### src/swfad_ram.sv
module swfad_ram #(
	parameter int DATA_W = 8,
	parameter int DEPTH = 16,
	localparam int ADDR_W = $clog2(DEPTH)
) (
	input  logic              clk,
	input  logic              we,
	input  logic [ADDR_W-1:0] wa,
	input  logic [DATA_W-1:0] wd,
	input  logic              re,
	input  logic [ADDR_W-1:0] ra,
	output logic [DATA_W-1:0] rd
);

	logic [DATA_W-1:0] mem [DEPTH];

	// Write one entry
	always_ff @(posedge clk) begin
		if (we) begin
			mem[wa] <= wd;
		end
	end

	// Register the read data, hold it while no read is issued
	always_ff @(posedge clk) begin
		if (re) begin
			rd <= mem[ra];
		end
	end

endmodule

### config.mk
export PLATFORM = sky130hd
export DESIGN_NAME = swfad_ram
export DESIGN_NICKNAME = d
export VERILOG_FILES = /design/src/swfad_ram.sv
export SDC_FILE = /design/constraint.sdc
export NUM_CORES = 1
export LEC_CHECK = 0
export ABC_AREA = 1
export BUFFER_PORTS_ARGS = -buffer_cell sky130_fd_sc_hd__buf_2
export CORE_MARGIN = 2
export CORE_UTILIZATION = 55
export CTS_BUF_LIST = sky130_fd_sc_hd__clkbuf_8
export DETAILED_ROUTE_END_ITERATION = 16
export GPL_TIMING_DRIVEN = 0
export HOLD_SLACK_MARGIN = 0.02
export PLACE_DENSITY = 0.83
export SYNTH_ARGS = -nofsm -noshare
export SYNTH_HDL_FRONTEND = slang
export SYNTH_SLANG_ARGS = --single-unit
export TNS_END_PERCENT = 50
### constraint.sdc
create_clock -name clk -period 1.3 [get_ports clk]
set_input_delay 0.26 -clock clk [delete_from_list [all_inputs] [get_ports clk]]
set_output_delay 0.26 -clock clk [all_outputs]
set_load 0.02 [all_outputs]
* After elaboration in Yosys (flattened, before gate mapping)
Memory sizes are Yosys's and may differ from the RTL's. A register that Yosys moved wholly into a read port is not among the register bits.
Index checks and enable logic that the tools add are counted.
** Operators by class
- Mux-type cells :: 2
** Operators by type and width (count)
- 1-bit two-way mux :: 2
** Storage, ports and cells
- Register bits after elaboration :: 0
- Bits in writable memories :: 128
- Input bits :: 19
- Output and inout bits :: 8
- Word-level logic and storage cells :: 3
- Memories :: 1
** Memories
- mem :: words 16, width 8, rd ports 1, clocked after Yosys merged registers in 1, write ports 1, line 15 : logic [DATA_W-1:0] mem [DEPTH];

* Depth between registers and ports, before layout
Gate-level depths: netlist of the first run.
- Word-level depth :: 2
- Gate-level depth with buffers :: 8
- Mapped depth without buffers :: 7

* Worst setup path before layout of the first run
OpenSTA, ideal clock, no wires.
- Path kind :: input port to flip-flop
- Start :: input wa[3]
- End :: memory mem[4][0] (enable)
- Library setup time :: 0.370 ns
- Arrival time :: 0.841 ns
- Required time :: 0.930 ns
- Slack :: 0.089 ns
- Stages on the path :: 2
- Path buffers :: 0
- Cells stage by stage :: nand3b_1 -> nor2_1
** RTL lines
- from (decl) :: line 8 : input logic [ADDR_W-1:0] wa,
- to (decl) :: line 15
Straight into the memory's write port.

* Final worst setup path of the first run
- Start :: input wa[2]
- End :: memory mem[9][3] (enable)
Straight into the memory's write port.

==> results.py, run 1 <==
metrics = {
    "floorplan": {
        "die_area_um2": 11500,
        "initial_core_util_pct": 56.6,
        "die_h_um": 107,
        "die_x_um": 107,
        "core-area_um2": 10300,
        "rows": 37,
        "io_pins": 27,
    },
    "power_and_ir_drop": {
        "leakage_nw": 2.83,
        "ir_drop_uv": 770,
        "power.density_nw_per_um2": 1440,
        "power.total_w": 0.00948,
    },
    "synth": {
        "yosys_warnings": 0,
        "yosysSeqAreaShare_pct": 69.8,
        "synth.area.top_cells": "edfxtp_1, nand2_1, nand3_1",
        "synthTopCellsByCount": "nand2_1, edfxtp_1, inv_1",
        "yosysTopAreaCell": "edfxtp_1",
        "ys_ff_latch": 136,
        "synth_edf_count": 136,
        "synth-main-ff-cell": "edfxtp_1",
        "syn_inst": 551,
        "syn_avg_cell_area_um2": 10.6,
        "post-synth-top-area-fraction_pct": 69.8,
        "synth_cell_types": 11,
        "async_reset_ff_share_pct": 0,
        "syn-num-nets": 570,
        "synth_area_um2": 5850,
        "synth_most_common_cell": "nand2_1",
    },
    "cts": {
        "cts.path.max_buffers": 2,
        "cts_resized": 0,
        "hold_buffers": 0,
        "post_cts_buffers": 0,
        "ctsHtreeMaxLevel": 4,
        "clock-sinks": 136,
        "cts_tree": "yes",
        "clk-insertion-delay-late_ns": 0.45,
        "clockRootBuffer": "clkbuf_8",
        "numCtsBuffers": 17,
        "clkTransAtPathRegs_ns": 0.08,
    },
    "worst_setup_path": {
        "criticalPathCategory": "in2reg",
        "crit_path_end_kind": "flip-flop",
        "crit_fanout": 8,
        "crit_chain": "buf_2, nand3b_1, nor2_1",
        "cp_top_family": "simple AND/OR/NAND/NOR gates",
        "arrival_ns": 1.40,
        "start_kind": "input pin",
        "r2r.worst_path.cells": 6,
        "required_ns": 1.36,
        "cp_slowest_cell": "nor2_1",
        "crit_cells": 3,
        "crit_buf_inv": 1,
        "cp_slowest_stage_delay_ns": 0.81,
    },
    "route": {
        "routed_wl_mm": 13.6,
        "routedWlPerCell_um": 18.4,
        "via_per_inst": 5.48,
        "first_iter_violations": 505,
        "num_vias": 4059,
        "post-route-drc-count": 0,
        "ant_nets": 0,
        "drt_pass1_iterations": 5,
    },
    "global_routing": {
        "antenna_found_initial": 0,
        "grt_pass1_wl_mm": 20.5,
        "grt_pass1_vias": 3856,
        "grt_remaining_overflow": 0,
        "grt_usage_pct": 25.1,
        "grt_max_degree": 17,
    },
    "placement": {
        "dp_slack_ns": -0.463,
        "dp_hpwl_mm": 8.71,
        "io_buffers": 23,
        "gp_congestion": 0.904,
    },
    "layout": {
        "antenna_cells": 0,
        "area_growth_pct": 12.5,
        "final_nets": 612,
        "drive_gt1_share_pct": 13.1,
    },
    "timing": {
        "maxSlewHeadroom_pct": 30.6,
        "rsz0062_at_grt": "yes",
        "fin_crit_sh_pct": 103,
        "setup_violations": 17,
        "tightestPinTransition_ns": 1.04,
        "max_freq_ghz": 0.747,
        "finalMaxSlewViolations": 0,
        "clock_skew_ns": 0.0114,
        "worst_slack_ns": -0.0386,
        "hold_viol_final": 0,
        "period_needed_ns": 1.34,
    },
    "min_path": {
        "hold_path_class": "in2reg",
        "hold_depth": 1,
    },
    "outcome": {
        "outcome": "finished with violations",
        "violations": "setup timing",
    },
    "flow_run": {
        "maxCapViolCount": 0,
    },
}
## final timing paths
check,start,endpoint,slack [ns]
worst min register to register,mem[12][5],rd[5],0.76
worst max register to register,mem[15][7],rd[7],0.12
worst min-delay path,re,rd[3],0.14
worst max-delay path,wa[2],mem[9][3],-0.04
## power by group
part | internal [W] | total [W] | switching [W]
Sequential | 0.00493 | 0.00496 | 0.0000236
Clock | 0.00225 | 0.00387 | 0.00162
Combinational | 0.000185 | 0.000655 | 0.000471
Total | 0.00737 | 0.00948 | 0.00211
## cell type report
type	count	area (um^2)
Multi-Input combinational cell	289	1220
Sequential cell	136	4080
Clock inverter	14	206
Inverter	102	383
Tap cell	136	170
Timing Repair Buffer	23	115
Buffer	24	166
Fill cell	757	3750
Clock buffer	17	234
## metrics by stage
step	utilization [%]	cell area [um^2]	std cells	hold slack, ns	setup TNS [ns]
detailed placement	59.4	6130	710	0.597	-43.23
global placement	59.4	6130	710	0.585	-38.43
finish	63.7	6580	741	0.137	-0.294
CTS	63.7	6570	741	0.121	0
floorplan	-	5850	551	0.359	0
global route	63.7	6580	741	0.138	-0.792
## registers in the layout, indices dropped and copies added, names as in the netlist
| signal | count |
|---|---|
| mem | 128 |
| rd | 8 |
## worst register-to-register path: cells and delay by family, from the launching register on
family / cells / cell delay [ns]
buffers and inverters: 1 / 0.07
DFF: 1 / 0.39
and+or+nand+nor: 5 / 0.47
## cell usage in the layout, fill, tap and decap left out
cell / count
buf_1: 1
edfxtp_1: 136
buf_4: 4
nand2_1: 173
nand3_1: 97
clkbuf_8: 17
buf_2: 36
clkinv_2: 2
buf_6: 6
clkinv_4: 1
nand3b_1: 2
nor2_2: 2
nor2_1: 15
bufinv_16: 5
clkinvlp_4: 4
inv_2: 2
inv_1: 100
clkinv_1: 2
## metal layers
metal  wire length [um]  up-vias  global-route usage, %
met4                456        0                   13.5
met1               5300     1884                   32.4
met3               1380       42                   7.72
met5                  0        -                      0
li1                   -     1864                      -
met2               6470      269                   38.2
## cells by family (layout without fill, tap and decap cells)
| family | after synthesis | count (layout) | share of synthesized area [%] |
|---|---|---|---|
| DFF | 136 | 136 | 69.8 |
| and+or+nand+nor | 289 | 289 | 20.8 |
| buffers and inverters | 126 | 180 | 9.39 |
No activity file was read; power rests on OpenSTA's default activity.
==> run 2: changes to the inputs <==
- ABC_AREA: 1 -> unset
==> run 2 against run 1 <==
Effect of this change:
- the run still ends with setup timing left
- via count fell by 41%
- final area shrank 9.8%
- non-clock buffer count down 12
- flip-flop and latch count is the same
- area after synthesis down 11%
- clock-buffer cell count unchanged
- first-iteration DRC count down 55%
==> results.py, run 2 <==
metrics = {
    "route": {
        "first_iter_violations": 228,
        "drt_pass1_iterations": 4,
        "routed_wl_mm": 9.44,
        "routedWlPerCell_um": 22.8,
        "via_per_inst": 5.81,
        "post-route-drc-count": 0,
        "num_vias": 2398,
        "ant_nets": 0,
    },
    "cts": {
        "clk-insertion-delay-late_ns": 0.41,
        "clkTransAtPathRegs_ns": 0.07,
        "cts_tree": "yes",
        "ctsHtreeMaxLevel": 4,
        "clock-sinks": 136,
        "cts.path.max_buffers": 2,
        "clockRootBuffer": "clkbuf_8",
        "numCtsBuffers": 17,
        "post_cts_buffers": 0,
    },
    "power_and_ir_drop": {
        "power.total_w": 0.00856,
        "ir_drop_uv": 622,
        "leakage_nw": 1.90,
        "power.density_nw_per_um2": 1440,
    },
    "synth": {
        "synth-main-ff-cell": "edfxtp_1",
        "yosysSeqAreaShare_pct": 78.1,
        "synth_cell_types": 18,
        "synth_area_um2": 5230,
        "synth_edf_count": 136,
        "async_reset_ff_share_pct": 0,
        "syn_avg_cell_area_um2": 22.8,
        "syn-num-nets": 248,
        "syn_inst": 229,
        "yosysTopAreaCell": "edfxtp_1",
        "synthTopCellsByCount": "edfxtp_1, mux4_2, a22oi_1",
        "ys_ff_latch": 136,
        "synth.area.top_cells": "edfxtp_1, mux4_2, mux4_1",
        "post-synth-top-area-fraction_pct": 78.1,
        "synth_most_common_cell": "edfxtp_1",
        "yosys_warnings": 0,
    },
    "layout": {
        "post-route-util_pct": 64.2,
        "antenna_cells": 0,
        "drive_gt1_share_pct": 39.8,
        "largest_reg_flops": 128,
        "final_nets": 292,
        "final.fill_count": 596,
        "finish.instance_area_um2": 5930,
        "area_growth_pct": 13.5,
        "layout_common_cells": "edfxtp_1, mux4_2, buf_2",
        "layout_commonest_cell": "edfxtp_1",
        "biggestRegsByFlops": "mem x128, rd x8",
        "regMostFlops": "mem",
    },
    "worst_setup_path": {
        "reg2reg_setup_slack_ns": -0.15,
        "start_kind": "flip-flop",
        "crit_path_end_kind": "flip-flop",
        "required_ns": 1.46,
        "crit_fanout": 1,
        "r2r.worst_path.cells": 3,
        "criticalPathCategory": "reg2reg",
        "arrival_ns": 1.61,
        "r2r_start": "mem[6][0]",
        "rr_endpoint": "rd[0]",
    },
    "timing": {
        "worst_slack_ns": -0.149,
        "fin_crit_sh_pct": 111,
        "period_needed_ns": 1.45,
        "hold_viol_final": 0,
        "setup_violations": 8,
        "finalMaxSlewViolations": 0,
        "max_freq_ghz": 0.690,
        "clock_skew_ns": 0.00450,
        "fin_setup_tns_ns": -0.900,
        "maxSlewHeadroom_pct": 44.8,
        "tightestPinTransition_ns": 0.825,
        "rsz0062_at_grt": "yes",
    },
    "placement": {
        "gp_congestion": 0.777,
        "io_buffers": 25,
        "dp_hpwl_mm": 6.02,
        "placed_area_um2": 5520,
    },
    "global_routing": {
        "grt_pass1_wl_mm": 14.2,
        "antenna_found_initial": 0,
        "grt_remaining_overflow": 0,
        "grt_usage_pct": 20.3,
        "grt_max_degree": 17,
        "grt_pass1_vias": 2429,
    },
    "min_path": {
        "hold_end": "rd[7]",
        "hold_depth": 1,
        "worstHoldStart": "re",
        "hold_path_class": "in2reg",
    },
    "floorplan": {
        "rows": 35,
        "initial_core_util_pct": 56.6,
        "io_pins": 27,
        "die_x_um": 101,
        "core-area_um2": 9240,
        "die_h_um": 101,
        "die_area_um2": 10300,
    },
    "outcome": {
        "outcome": "finished with violations",
        "violations": "setup timing",
    },
    "flow_run": {
        "maxCapViolCount": 0,
    },
}
-- run 2: where the power goes --
group / total [W] / switching [W] / internal, W
sequential: 0.00496 / 0.0000225 / 0.00494
combinational: 0.000530 / 0.000313 / 0.000217
clock: 0.00307 / 0.00143 / 0.00163
-- run 2: critical path, stage by stage, from the launching register on --
cell      delay, ns
edfxtp_1       0.38
mux4_2         0.52
a22oi_2        0.19
nand2_1        0.10
-- run 2: area by class of cell --
type	instances	area, um^2	area share, %
flip-flops and latches	136	4080	68.8
clock inverters	13	116	1.96
clock buffers	17	234	3.94
plain buffers	10	120	2.02
well taps	129	161	2.72
repair buffers	25	125	2.11
multi-input cells	83	1090	18.4
-- run 2: repair_timing --
action / in CTS / in global routing
hold buffers: 0 / 0
resized for setup: 9 / 8
pin swaps: 1 / 0
setup endpoints to repair: 32 / 43
-- run 2: through the flow --
stage          std cells  hold slack [ns]  worst slack (ns)
6_report             413            0.179            -0.149
3_5_place_dp         383            0.606            -0.710
3_3_place_gp         383            0.593            -0.683
5_1_grt              413            0.178            -0.187
2_1_floorplan        229            0.359            -0.160
4_1_cts              413            0.176            -0.168
-- run 2: worst max-delay path by stage --
stage / startpoint / to / depth (start not counted)
5_1_grt: mem[3][0] / rd[0] / 3
6_report: mem[6][0] / rd[0] / 3
4_1_cts: mem[6][0] / rd[0] / 3
3_5_place_dp: wa[2] / mem[8][1] / 3
3_3_place_gp: wa[2] / mem[8][1] / 3
2_1_floorplan: ra[0] / rd[1] / 5
-- run 2: cell families (layout without fill, tap and decap cells) --
kind of cell	count (synthesis)	in the layout	synth area share (%)
and+or+nand+nor	35	35	3.14
buffers and inverters	10	65	1.65
muxes	32	32	14.8
AOI/OAI and AO/OA	16	16	2.30
DFF	136	136	78.1
-- run 2: routing by layer --
metal | wire length (um) | up-vias | global-route usage, %
li1 | - | 1052 | -
met1 | 3820 | 1227 | 30.2
met2 | 4680 | 108 | 30.6
met3 | 770 | 11 | 4.62
met4 | 167 | 0 | 6.86
met5 | 0 | - | 0
